==> src/shabs_pkg.sv <==
// Shared types, constants and round functions for the SHA-256 byte-stream hasher.
// Used by shabs_sched, shabs_core and sha256_byte_stream_hasher_top; no dependencies.
`timescale 1ns / 1ps
`default_nettype none

package shabs_pkg;

    typedef logic [31:0] word_t;
    typedef logic [7:0][31:0] chain_t;

    // input action codes
    localparam logic ACT_ABSORB = 1'b0;
    localparam logic ACT_FINISH = 1'b1;

    // block geometry
    localparam logic [5:0] LEN_POS   = 6'd56;  // first byte of the length field
    localparam logic [5:0] LAST_POS  = 6'd63;  // last byte of a block
    localparam logic [5:0] LAST_RND  = 6'd63;  // last compression round
    localparam logic [2:0] LAST_IDX  = 3'd7;   // last digest word
    localparam logic [7:0] PAD_MARK  = 8'h80;
    localparam logic [63:0] BLOCK_BITS = 64'd512;

    typedef enum logic [2:0] {
        ST_IDLE,
        ST_PAD,
        ST_COMP,
        ST_FOLD,
        ST_OUT
    } state_t;

    // compression core controls
    typedef struct packed {
        logic init;     // load working vars from chain
        logic round;    // run one round
        logic fold;     // add working vars into chain
        logic restart;  // chain back to initial hash
    } core_ctrl_t;

    // message window controls
    typedef struct packed {
        logic shift_byte;  // shift one message/pad byte in
        logic step;        // advance schedule by one word
    } sched_ctrl_t;

    localparam word_t INIT_HASH [0:7] = '{
        32'h6a09e667, 32'hbb67ae85, 32'h3c6ef372, 32'ha54ff53a,
        32'h510e527f, 32'h9b05688c, 32'h1f83d9ab, 32'h5be0cd19
    };

    localparam word_t ROUND_K [0:63] = '{
        32'h428a2f98, 32'h71374491, 32'hb5c0fbcf, 32'he9b5dba5,
        32'h3956c25b, 32'h59f111f1, 32'h923f82a4, 32'hab1c5ed5,
        32'hd807aa98, 32'h12835b01, 32'h243185be, 32'h550c7dc3,
        32'h72be5d74, 32'h80deb1fe, 32'h9bdc06a7, 32'hc19bf174,
        32'he49b69c1, 32'hefbe4786, 32'h0fc19dc6, 32'h240ca1cc,
        32'h2de92c6f, 32'h4a7484aa, 32'h5cb0a9dc, 32'h76f988da,
        32'h983e5152, 32'ha831c66d, 32'hb00327c8, 32'hbf597fc7,
        32'hc6e00bf3, 32'hd5a79147, 32'h06ca6351, 32'h14292967,
        32'h27b70a85, 32'h2e1b2138, 32'h4d2c6dfc, 32'h53380d13,
        32'h650a7354, 32'h766a0abb, 32'h81c2c92e, 32'h92722c85,
        32'ha2bfe8a1, 32'ha81a664b, 32'hc24b8b70, 32'hc76c51a3,
        32'hd192e819, 32'hd6990624, 32'hf40e3585, 32'h106aa070,
        32'h19a4c116, 32'h1e376c08, 32'h2748774c, 32'h34b0bcb5,
        32'h391c0cb3, 32'h4ed8aa4a, 32'h5b9cca4f, 32'h682e6ff3,
        32'h748f82ee, 32'h78a5636f, 32'h84c87814, 32'h8cc70208,
        32'h90befffa, 32'ha4506ceb, 32'hbef9a3f7, 32'hc67178f2
    };

    // Sigma0: rotr 2, 13, 22
    function automatic word_t big_sig0(input word_t x);
        big_sig0 = {x[1:0], x[31:2]} ^ {x[12:0], x[31:13]} ^ {x[21:0], x[31:22]};
    endfunction

    // Sigma1: rotr 6, 11, 25
    function automatic word_t big_sig1(input word_t x);
        big_sig1 = {x[5:0], x[31:6]} ^ {x[10:0], x[31:11]} ^ {x[24:0], x[31:25]};
    endfunction

    // sigma0: rotr 7, 18, shr 3
    function automatic word_t small_sig0(input word_t x);
        small_sig0 = {x[6:0], x[31:7]} ^ {x[17:0], x[31:18]} ^ {3'b000, x[31:3]};
    endfunction

    // sigma1: rotr 17, 19, shr 10
    function automatic word_t small_sig1(input word_t x);
        small_sig1 = {x[16:0], x[31:17]} ^ {x[18:0], x[31:19]} ^ {10'b0, x[31:10]};
    endfunction

endpackage

`default_nettype wire

==> src/sha256_byte_stream_hasher_top.sv <==
// SHA-256 byte-stream hasher: sequencer, length tracking and digest output.
// Depends on shabs_pkg, shabs_sched and shabs_core.
//
// Takes one message byte per word on the input channel (action 0) or a finish
// request (action 1), and after a finish returns the eight digest words H0..H7
// on the output channel, then starts a fresh message. An absorbed byte shifts
// into the message window; the byte that completes a 64-byte block then runs
// the 64 rounds on the single round unit and a fold into the chaining state.
// A finish pads the pending block with (64 - pending) bytes and compresses it,
// with a further padding block and compression when 56 or more bytes are
// pending, then returns one digest word per cycle while the receiver does not
// stall. in_stall is high whenever the block is not idle.
`timescale 1ns / 1ps
`default_nettype none

module sha256_byte_stream_hasher_top (
    input  wire         clk,
    input  wire         rst_n,
    input  wire         in_valid,
    output logic        in_stall,
    input  wire         action,
    input  wire  [7:0]  byte_value,
    output logic        out_valid,
    input  wire         out_stall,
    output logic [31:0] digest_word,
    output logic [2:0]  word_index,
    output logic        last_word
);
    import shabs_pkg::*;

    state_t      state_reg;
    state_t      state_next;
    logic [5:0]  fill_reg;
    logic [5:0]  fill_next;
    logic [63:0] bits_reg;
    logic [63:0] bits_next;
    logic [63:0] len_reg;
    logic [63:0] len_next;
    logic [5:0]  rnd_reg;
    logic [5:0]  rnd_next;
    logic [2:0]  idx_reg;
    logic [2:0]  idx_next;
    logic        pad_first_reg;
    logic        pad_first_next;
    logic        last_blk_reg;
    logic        last_blk_next;
    logic        finishing_reg;
    logic        finishing_next;

    logic        in_acc;
    logic        out_acc;
    logic [7:0]  sched_byte;
    sched_ctrl_t sched_ctrl;
    core_ctrl_t  core_ctrl;
    word_t       w_cur;
    chain_t      chain;

    assign in_acc  = in_valid && !in_stall;
    assign out_acc = out_valid && !out_stall;

    // message window / schedule
    shabs_sched u_sched (
        .clk     (clk),
        .ctrl    (sched_ctrl),
        .byte_in (sched_byte),
        .w_out   (w_cur)
    );

    // round unit and chaining state
    shabs_core u_core (
        .clk   (clk),
        .rst_n (rst_n),
        .ctrl  (core_ctrl),
        .w_in  (w_cur),
        .k_in  (ROUND_K[rnd_reg]),
        .chain (chain)
    );

    // next state
    always_comb
    begin
        state_next = state_reg;
        case (state_reg)
            ST_IDLE:
            begin
                if (in_acc)
                begin
                    if (action == ACT_FINISH)
                    begin
                        state_next = ST_PAD;
                    end
                    else if (fill_reg == LAST_POS)
                    begin
                        state_next = ST_COMP;
                    end
                end
            end
            ST_PAD:
            begin
                if (fill_reg == LAST_POS)
                begin
                    state_next = ST_COMP;
                end
            end
            ST_COMP:
            begin
                if (rnd_reg == LAST_RND)
                begin
                    state_next = ST_FOLD;
                end
            end
            ST_FOLD:
            begin
                if (!finishing_reg)
                begin
                    state_next = ST_IDLE;
                end
                else if (last_blk_reg)
                begin
                    state_next = ST_OUT;
                end
                else
                begin
                    state_next = ST_PAD;
                end
            end
            ST_OUT:
            begin
                if (out_acc && idx_reg == LAST_IDX)
                begin
                    state_next = ST_IDLE;
                end
            end
            default:
            begin
                state_next = ST_IDLE;
            end
        endcase
    end

    // outputs and datapath control
    always_comb
    begin
        in_stall       = 1'b1;
        out_valid      = 1'b0;
        sched_ctrl     = '0;
        core_ctrl      = '0;
        sched_byte     = byte_value;
        fill_next      = fill_reg;
        bits_next      = bits_reg;
        len_next       = len_reg;
        rnd_next       = rnd_reg;
        idx_next       = idx_reg;
        pad_first_next = pad_first_reg;
        last_blk_next  = last_blk_reg;
        finishing_next = finishing_reg;
        case (state_reg)
            ST_IDLE:
            begin
                in_stall = 1'b0;
                if (in_acc)
                begin
                    if (action == ACT_FINISH)
                    begin
                        // message length in bits
                        len_next       = bits_reg + {55'b0, fill_reg, 3'b000};
                        pad_first_next = 1'b1;
                        last_blk_next  = (fill_reg < LEN_POS);
                        finishing_next = 1'b1;
                    end
                    else
                    begin
                        sched_ctrl.shift_byte = 1'b1;
                        fill_next             = fill_reg + 6'd1;
                        finishing_next        = 1'b0;
                        if (fill_reg == LAST_POS)
                        begin
                            core_ctrl.init = 1'b1;
                            rnd_next       = '0;
                            bits_next      = bits_reg + BLOCK_BITS;
                        end
                    end
                end
            end
            ST_PAD:
            begin
                // marker, zeros, then big-endian length in the final block
                sched_ctrl.shift_byte = 1'b1;
                pad_first_next        = 1'b0;
                if (pad_first_reg)
                begin
                    sched_byte = PAD_MARK;
                end
                else if (last_blk_reg && fill_reg >= LEN_POS)
                begin
                    sched_byte = len_reg[63:56];
                    len_next   = {len_reg[55:0], 8'h00};
                end
                else
                begin
                    sched_byte = 8'h00;
                end
                fill_next = fill_reg + 6'd1;
                if (fill_reg == LAST_POS)
                begin
                    core_ctrl.init = 1'b1;
                    rnd_next       = '0;
                end
            end
            ST_COMP:
            begin
                core_ctrl.round  = 1'b1;
                sched_ctrl.step  = 1'b1;
                rnd_next         = rnd_reg + 6'd1;
            end
            ST_FOLD:
            begin
                core_ctrl.fold = 1'b1;
                if (finishing_reg)
                begin
                    last_blk_next = 1'b1;
                    idx_next      = '0;
                end
            end
            ST_OUT:
            begin
                out_valid = 1'b1;
                if (out_acc)
                begin
                    idx_next = idx_reg + 3'd1;
                    if (idx_reg == LAST_IDX)
                    begin
                        core_ctrl.restart = 1'b1;
                        fill_next         = '0;
                        bits_next         = '0;
                        finishing_next    = 1'b0;
                    end
                end
            end
            default:
            begin
                in_stall = 1'b1;
            end
        endcase
    end

    // digest word straight from the chaining registers
    assign digest_word = chain[idx_reg];
    assign word_index  = idx_reg;
    assign last_word   = (idx_reg == LAST_IDX);

    always_ff @(posedge clk or negedge rst_n)
    begin
        if (!rst_n)
        begin
            state_reg     <= ST_IDLE;
            fill_reg      <= '0;
            bits_reg      <= '0;
            rnd_reg       <= '0;
            idx_reg       <= '0;
            pad_first_reg <= 1'b0;
            last_blk_reg  <= 1'b0;
            finishing_reg <= 1'b0;
        end
        else
        begin
            state_reg     <= state_next;
            fill_reg      <= fill_next;
            bits_reg      <= bits_next;
            rnd_reg       <= rnd_next;
            idx_reg       <= idx_next;
            pad_first_reg <= pad_first_next;
            last_blk_reg  <= last_blk_next;
            finishing_reg <= finishing_next;
        end
    end

    // length shifter is payload
    always_ff @(posedge clk)
    begin
        len_reg <= len_next;
    end

endmodule

`default_nettype wire

==> src/shabs_sched.sv <==
// Message window: 64-byte block buffer that doubles as the 16-word schedule window.
// Depends on shabs_pkg.
`timescale 1ns / 1ps
`default_nettype none

module shabs_sched (
    input  wire                      clk,
    input  wire shabs_pkg::sched_ctrl_t ctrl,
    input  wire [7:0]                byte_in,
    output shabs_pkg::word_t         w_out
);
    import shabs_pkg::*;

    // word i sits at [511-32i -: 32]; word 0 is the oldest
    logic [511:0] win_reg;
    logic [511:0] win_next;
    word_t        w_new;

    // next schedule word from the current window
    always_comb
    begin
        w_new = win_reg[511:480] + small_sig0(win_reg[479:448])
              + win_reg[223:192] + small_sig1(win_reg[63:32]);
    end

    always_comb
    begin
        win_next = win_reg;
        if (ctrl.shift_byte)
        begin
            win_next = {win_reg[503:0], byte_in};
        end
        else if (ctrl.step)
        begin
            win_next = {win_reg[479:0], w_new};
        end
    end

    // buffer contents need no reset
    always_ff @(posedge clk)
    begin
        win_reg <= win_next;
    end

    assign w_out = win_reg[511:480];

endmodule

`default_nettype wire

==> src/shabs_core.sv <==
// Compression core: one SHA-256 round per cycle plus the chaining-state fold.
// Depends on shabs_pkg.
`timescale 1ns / 1ps
`default_nettype none

module shabs_core (
    input  wire                     clk,
    input  wire                     rst_n,
    input  wire shabs_pkg::core_ctrl_t ctrl,
    input  wire shabs_pkg::word_t   w_in,
    input  wire shabs_pkg::word_t   k_in,
    output shabs_pkg::chain_t       chain
);
    import shabs_pkg::*;

    chain_t v_reg;
    chain_t v_next;
    chain_t chain_reg;
    chain_t chain_next;
    word_t  t1;
    word_t  t2;
    word_t  choose;
    word_t  major;

    // round function: v[0]=a ... v[7]=h
    always_comb
    begin
        choose = (v_reg[4] & v_reg[5]) ^ (~v_reg[4] & v_reg[6]);
        major  = (v_reg[0] & v_reg[1]) ^ (v_reg[0] & v_reg[2]) ^ (v_reg[1] & v_reg[2]);
        t1 = v_reg[7] + big_sig1(v_reg[4]) + choose + k_in + w_in;
        t2 = big_sig0(v_reg[0]) + major;
    end

    always_comb
    begin
        v_next = v_reg;
        if (ctrl.init)
        begin
            v_next = chain_reg;
        end
        else if (ctrl.round)
        begin
            v_next[7] = v_reg[6];
            v_next[6] = v_reg[5];
            v_next[5] = v_reg[4];
            v_next[4] = v_reg[3] + t1;
            v_next[3] = v_reg[2];
            v_next[2] = v_reg[1];
            v_next[1] = v_reg[0];
            v_next[0] = t1 + t2;
        end
    end

    // chaining state update
    always_comb
    begin
        chain_next = chain_reg;
        for (int i = 0; i < 8; i++)
        begin
            if (ctrl.restart)
            begin
                chain_next[i] = INIT_HASH[i];
            end
            else if (ctrl.fold)
            begin
                chain_next[i] = chain_reg[i] + v_reg[i];
            end
        end
    end

    always_ff @(posedge clk)
    begin
        v_reg <= v_next;
    end

    always_ff @(posedge clk or negedge rst_n)
    begin
        if (!rst_n)
        begin
            for (int i = 0; i < 8; i++)
            begin
                chain_reg[i] <= INIT_HASH[i];
            end
        end
        else
        begin
            chain_reg <= chain_next;
        end
    end

    assign chain = chain_reg;

endmodule

`default_nettype wire

==> config.mk <==
export PLATFORM = sky130hd
export DESIGN_NAME = sha256_byte_stream_hasher_top
export DESIGN_NICKNAME = d
export VERILOG_FILES = /design/src/shabs_pkg.sv /design/src/sha256_byte_stream_hasher_top.sv /design/src/shabs_sched.sv /design/src/shabs_core.sv
export SDC_FILE = /design/constraint.sdc
export NUM_CORES = 2
export LEC_CHECK = 0
export BUFFER_PORTS_ARGS = -buffer_cell sky130_fd_sc_hd__clkbuf_2
export CAP_MARGIN = 5
export CORE_AREA = 2 2 363 365
export CTS_CLUSTER_SIZE = 24
export DETAILED_ROUTE_END_ITERATION = 16
export DIE_AREA = 0 0 365 367
export MAX_ROUTING_LAYER = met4
export PLACE_DENSITY_LB_ADDON = 0.08
export SETUP_SLACK_MARGIN = 0.05
export SLEW_MARGIN = 20
export SYNTH_ARGS = -nofsm -noshare
export SYNTH_HDL_FRONTEND = slang
export SYNTH_SLANG_ARGS = --single-unit
==> constraint.sdc <==
create_clock -name clk -period 16.5 [get_ports clk]
set_input_delay 0.825 -clock clk [delete_from_list [all_inputs] [get_ports clk]]
set_output_delay 0.825 -clock clk [all_outputs]
set_load 0.005 [all_outputs]
== After elaboration in Yosys (flattened, before gate mapping) ==
Memory sizes are Yosys's and may differ from the RTL's.
Index checks and enable logic that the tools add are counted.

* Bits in registers: 1,173
* Bits in read-only memories: 2,048
* Input bits: 13
* Output and inout port bits: 38
* Word-level logic and storage cells: 198
* Memories kept: 1

{| class="wikitable"
|+ Memories
! memory !! depth !! bits a word !! read ports !! clocked after memory_dff !! write ports !! RTL line !! RTL
|-
| (name not given) || 64 || 32 || 1 || 0 || 0 || sha256_byte_stream_hasher_top.sv:75 || <nowiki>.k_in (ROUND_K[rnd_reg]),</nowiki>
|}

* $add $sub $neg: 23
* Magnitude comparators: 4
* Eq/ne operators: 18
* Muxes and demuxes: 84
* Bitwise operators: 18
* Reductions and logical operators: 24

{| class="wikitable"
|+ Operators by type and width
! kind !! count
|-
| two-way mux 512 bit || 2
|-
| two-way mux 32 bit || 19
|-
| adder 32 bit || 18
|-
| two-way mux 64 bit || 9
|-
| two-way mux 256 bit || 2
|-
| bitwise XOR 32 bit || 9
|-
| one-hot mux 64 bit (2 select lines) || 2
|-
| bitwise AND 32 bit || 5
|-
| binary-select mux 32 bit (select 3 bit) || 1
|-
| adder 64 x 10 -> 64 bit (second input constant) || 1
|-
| adder 64 x 9 -> 64 bit || 1
|-
| two-way mux 6 bit || 7
|-
| one-hot mux 6 bit (3 select lines) || 2
|-
| inverter 32 bit || 1
|-
| bitwise XOR 32 x 22 -> 32 bit || 1
|-
| bitwise XOR 32 x 29 -> 32 bit || 1
|-
| two-way mux 3 bit || 9
|-
| two-way mux 8 bit || 3
|-
| two-way mux 1 bit || 21
|-
| inequality test 2 bit (second input constant) || 10
|-
| one-hot mux 3 bit (5 select lines) || 1
|-
| nonzero test 2 bit || 7
|-
| adder 6 x 1 -> 6 bit (second input constant) || 2
|-
| equality test 6 bit (second input constant) || 2
|-
| 20 further kinds || 35
|}

== Logic depth before layout (Yosys ltp) ==
* Word-level depth: 9
* Mapped depth: 39
* Depth with buffers taken out: 37

== By module ==
From an unflattened synthesis, not the netlist that was laid out.

* Cells, all modules: 7,358
* Area, all modules: 79,686.4 µm²

{| class="wikitable"
|+ By module, submodules not included
! module !! times used !! cells each !! area an instance (µm²) !! seq. area each (µm²)
|-
| shabs_core || 1 || 4,291 || 42,031.6 || 14,263.7
|-
| shabs_sched || 1 || 1,714 || 26,055.0 || 15,374.7
|-
| sha256_byte_stream_hasher_top || 1 || 1,353 || 11,599.9 || 3,733.6
|}

== Worst setup path before layout ==
OpenSTA, ideal clock, no wires.

* Path type: input port to flip-flop
* Start: input in_valid
* End: register u_sched.win_reg[0], enable pin
* Setup time: 3.687 ns
* Arrival time: 10.003 ns
* Data required time: 12.813 ns
* Path slack: 2.810 ns
* Cell stages on the path: 6
* Buffers on the path: 2
* Cells stage by stage: inv_1 nor2_1 o21ai_1 clkbuf_1 clkbuf_1 nand2_1

* Cells in the longest elaborated chain, start to end: 4

{| class="wikitable"
|+ Ends and longest elaborated chain
! element !! RTL line !! RTL
|-
| start, declared || sha256_byte_stream_hasher_top.sv:19 || <nowiki>input wire in_valid,</nowiki>
|-
| logical AND 1 bit || sha256_byte_stream_hasher_top.sv:58 || <nowiki>assign in_acc = in_valid && !in_stall;</nowiki>
|-
| two-way mux 1 bit || sha256_byte_stream_hasher_top.sv:161 || <nowiki>if (in_acc)</nowiki>
|-
| one-hot mux 1 bit (2 select lines) || sha256_byte_stream_hasher_top.sv:157 || <nowiki>case (state_reg)</nowiki>
|-
| nonzero test 2 bit (no source line) || - ||
|-
| end signal, assigned || shabs_sched.sv:42 || <nowiki>win_reg <= win_next;</nowiki>
|-
| end, declared || shabs_sched.sv:15 || <nowiki>logic [511:0] win_reg;</nowiki>
|}

No other way between the ends.
A chain may end at the register's enable or synchronous reset.

==> results by group <==
Logic synthesis
  – Post-synthesis async set-or-reset flop share: ~29%
  – Number of synthesized register bits: 1161
  – Syn Area/Cell: between 9 and 10 µm²
  – Yosys warning total: 0
  – Syn_nets: about 9000
  – Synth cell types: ~100
  – Mapped cell area: slightly below 0.08 mm²
  – Post-synth top flop: edfxtp_1
  – Number of synthesized flops with an enable pin: ~830
  – Seq/Total Area, Yosys: 43.2%
  – Post-Synthesis Cells: 8361

Run status
  – Status: completed

Placed design
  – HPWL after detailed placement: ~170000 µm
  – Gpl congestion: 1.04
  – Port buffer count: 50

Finish
  – # nets final: around 8800
  – Share of cells above drive strength 1: under 10%
  – Area grow syn2layout: 7.59%
  – Largest register FFs: between 500 and 600
  – Fillers: roughly 11000

Global routing
  – M1 GR Usage: a little over half
  – GRT Max-Usage Layer: met1
  – GR Util met3: 8.18%
  – GRT Resource Usage Total: 36.9%
  – Initial antenna violation count: 5
  – Largest net degree at the start of global routing: between 150 and 200
  – Total gr overflow: 0
  – Global-route wire length before repair: roughly 360000 µm
  – Vias in the first global route: about 59000
  – Met2 GRT Util: between 50% and 60%

Clocking
  – TritonCTS clock tree: yes
  – Post-CTS setup buffers: 0
  – Number of clock sinks: between 1000 and 1500
  – CTS clk-pin slew, worst paths: about 0.070 ns
  – Htree depth: 4
  – TritonCTS buffer count: 134
  – CTS max path bufs: 3
  – Resize count post-CTS: 0
  – Clk Latency, worst-skew pair: slightly below 0.8 ns
  – # hold bufs at CTS: 0
  – Clock root cell: clkbuf_16

Critical path
  – Worst path arrival time: 10.05 ns
  – CP startpoint: rnd_reg[1]$_DFFE_PN0P_
  – Crit path kind: reg2reg
  – FF-to-FF path depth: 26
  – Data required, critical path: between 15 and 20 ns
  – Largest fanout on the critical path: 17
  – Register-to-register setup slack: ~6.9 ns
  – CP Launch Type: register
  – CP Capture Type: register
  – Reg2Reg Capture Point: u_core.v_reg[30]$_DFFE_PP_
  – Worst R2R Start: rnd_reg[1]$_DFFE_PN0P_

Timing
  – RSZ-0062 raised after global routing: false
  – Final TNS setup: 0 ns
  – Final min period: about 9.6 ns
  – Setup Viol. Count Final: 0
  – Final Hold Viols: 0
  – Slew HR: around 22%
  – Worst-margin pin slew: around 1.2 ns
  – Tcrit/Tclk final: 58.0%
  – Peak Freq: approximately 100 MHz
  – Worst clock skew: 0.0364 ns
  – Fin. max-slew vios: 0

Route
  – Wire per inst: between 20 and 25 µm
  – DR vias: ~60000
  – Vias per std cell: 6.12
  – Remaining antenna violation count: 0
  – Final wirelength: 242000 µm
  – Drt drc: 0
  – DRT Pass-1 Iters: 8
  – DRT iter0 DRCs: approximately 6800

Floorplan
  – FP Rows: 133
  – Die Wd: ~370 µm
  – Die ar.: about 0.13 mm²
  – Chip height: around 370 µm
  – Core area: 0.130 mm²
  – Initial core utilization: between 50% and 60%
  – Io pins: 51

Min path
  – Worst hold path type: in2async

Job
  – Reported max-cap violation count: 0
## cell usage in the layout, fill, tap and decap left out, types with 35 or more instances in the layout
master / n
dfstp_2: 136
nor2b_1: 46
o21ai_0: 454
or3_1: 40
o21a_1: 41
buf_4: 63
o31ai_1: 38
a31oi_1: 54
a21o_1: 165
nor3_1: 105
o211ai_1: 35
inv_1: 282
nor2_1: 367
a211oi_1: 44
nand3_1: 154
dfrtp_1: 191
clkbuf_16: 140
and3_1: 44
a21oi_1: 489
mux4_2: 73
xnor2_1: 396
nand2_1: 2542
clkbuf_2: 49
nand2b_1: 61
fa_1: 197
o21bai_1: 42
edfxtp_1: 829
xor2_1: 225
mux2_2: 58
ha_1: 411
## Yosys cell counts, types with 44 or more instances
| cell | number | area share (%) |
|---|---|---|
| edfxtp_1 | 829 | 32 |
| xnor2_1 | 396 | 4.5 |
| o21ai_0 | 455 | 2.9 |
| dfstp_2 | 136 | 4.6 |
| mux4_2 | 73 | 2.1 |
| nand3_1 | 155 | 1.0 |
| dfrtp_1 | 196 | 6.3 |
| nor2_1 | 368 | 1.8 |
| mux2_2 | 58 | 0.84 |
| inv_1 | 282 | 1.4 |
| nor3_1 | 108 | 0.70 |
| nand2b_1 | 61 | 0.49 |
| and3_1 | 46 | 0.37 |
| a21o_1 | 165 | 1.6 |
| clkbuf_1 | 415 | 2.0 |
| ha_1 | 411 | 6.6 |
| a21oi_1 | 489 | 3.2 |
| fa_1 | 197 | 5.1 |
| a31oi_1 | 54 | 0.44 |
| xor2_1 | 225 | 2.5 |
| nand2_1 | 2547 | 12 |
| a211oi_1 | 44 | 0.43 |
| nor2b_1 | 46 | 0.37 |
## worst max-delay path by stage
| stage | endpoint |
|---|---|
| floorplan | u_sched.win_reg[0]$_DFFE_PP_ |
| global placement | u_core.v_reg[30]$_DFFE_PP_ |
| detailed placement | u_core.v_reg[30]$_DFFE_PP_ |
| CTS | u_core.v_reg[30]$_DFFE_PP_ |
| global route | u_core.v_reg[30]$_DFFE_PP_ |
| finish | u_core.v_reg[30]$_DFFE_PP_ |
## metrics by stage
| stage | cell area, µm² | cells | hold WS, ns | setup WS, ns | util (%) |
|---|---|---|---|---|---|
| finish | 83200 | 10000 | 0.0579 | 6.93 | 63.8 |
| global route | 83200 | 10000 | 0.0820 | 6.46 | 63.8 |
| CTS | 83200 | 10000 | 0.0549 | 7.26 | 63.7 |
| detailed placement | 78800 | 9778 | 0.498 | 7.31 | 60.4 |
| global placement | 78700 | 9777 | 0.494 | 7.47 | 60.3 |
| floorplan | 77300 | 8361 | 0.466 | 2.81 | - |
## critical path: stages, from the launching register on
cell and delay [ns]:
dfrtp_1 0.84, clkinv_1 0.65, ha_1 0.61, ha_1 0.45, o21ai_0 0.33, o21ai_0 0.12
mux4_2 0.54, ha_1 0.23, ha_1 0.24, fa_1 0.50, a211oi_2 0.32, o21ai_0 0.22
a21o_1 0.22, a21oi_1 0.16, xnor2_1 0.27, fa_1 0.50, ha_1 0.38, nand3_1 0.13
nor4b_1 0.60, o21ai_0 0.33, a31oi_1 0.43, a211oi_1 0.14, a211oi_1 0.40, a21oi_1 0.16
o21ai_0 0.24, xnor2_1 0.15, o21ai_0 0.08
## cell families (layout without fill, tap and decap cells)
| family | count (synthesis) | count (layout) | synth area share, % |
|---|---|---|---|
| adders and majority gates | 630 | 630 | 12.0 |
| and+or+nand+nor | 3485 | 3485 | 18.5 |
| muxes | 153 | 153 | 3.26 |
| AOI/OAI and AO/OA | 1570 | 1570 | 12.4 |
| buffers and inverters | 740 | 652 | 3.61 |
| DFF | 1161 | 1161 | 43.2 |
| xor gates and xnor gates | 622 | 622 | 7.05 |
| other | 0 | 1 | 0 |
## per-layer routing
layer | wire length, µm | vias to the layer above | share of wire [%]
met2 | 104000 | 2686 | 43
met1 | 106000 | 30000 | 44
met5 | 0 | - | 0
met3 | 23700 | 436 | 9.8
li1 | - | 28300 | -
met4 | 8380 | 0 | 3.5
## layout make-up
type	instances	area, µm²	share of cell area, %
clock buffers	172	3650	4.39
repair buffers	119	868	1.04
multi-input cells	6460	41300	49.6
clock inverters	77	759	0.913
inverters	284	1070	1.28
flip-flops and latches	1161	33400	40.1
diodes	1	2.50	0.00301
well taps	1755	2200	2.64
Power is not shown: default switching activity piles up to over one toggle a cycle in this logic, so the estimate is an artifact.
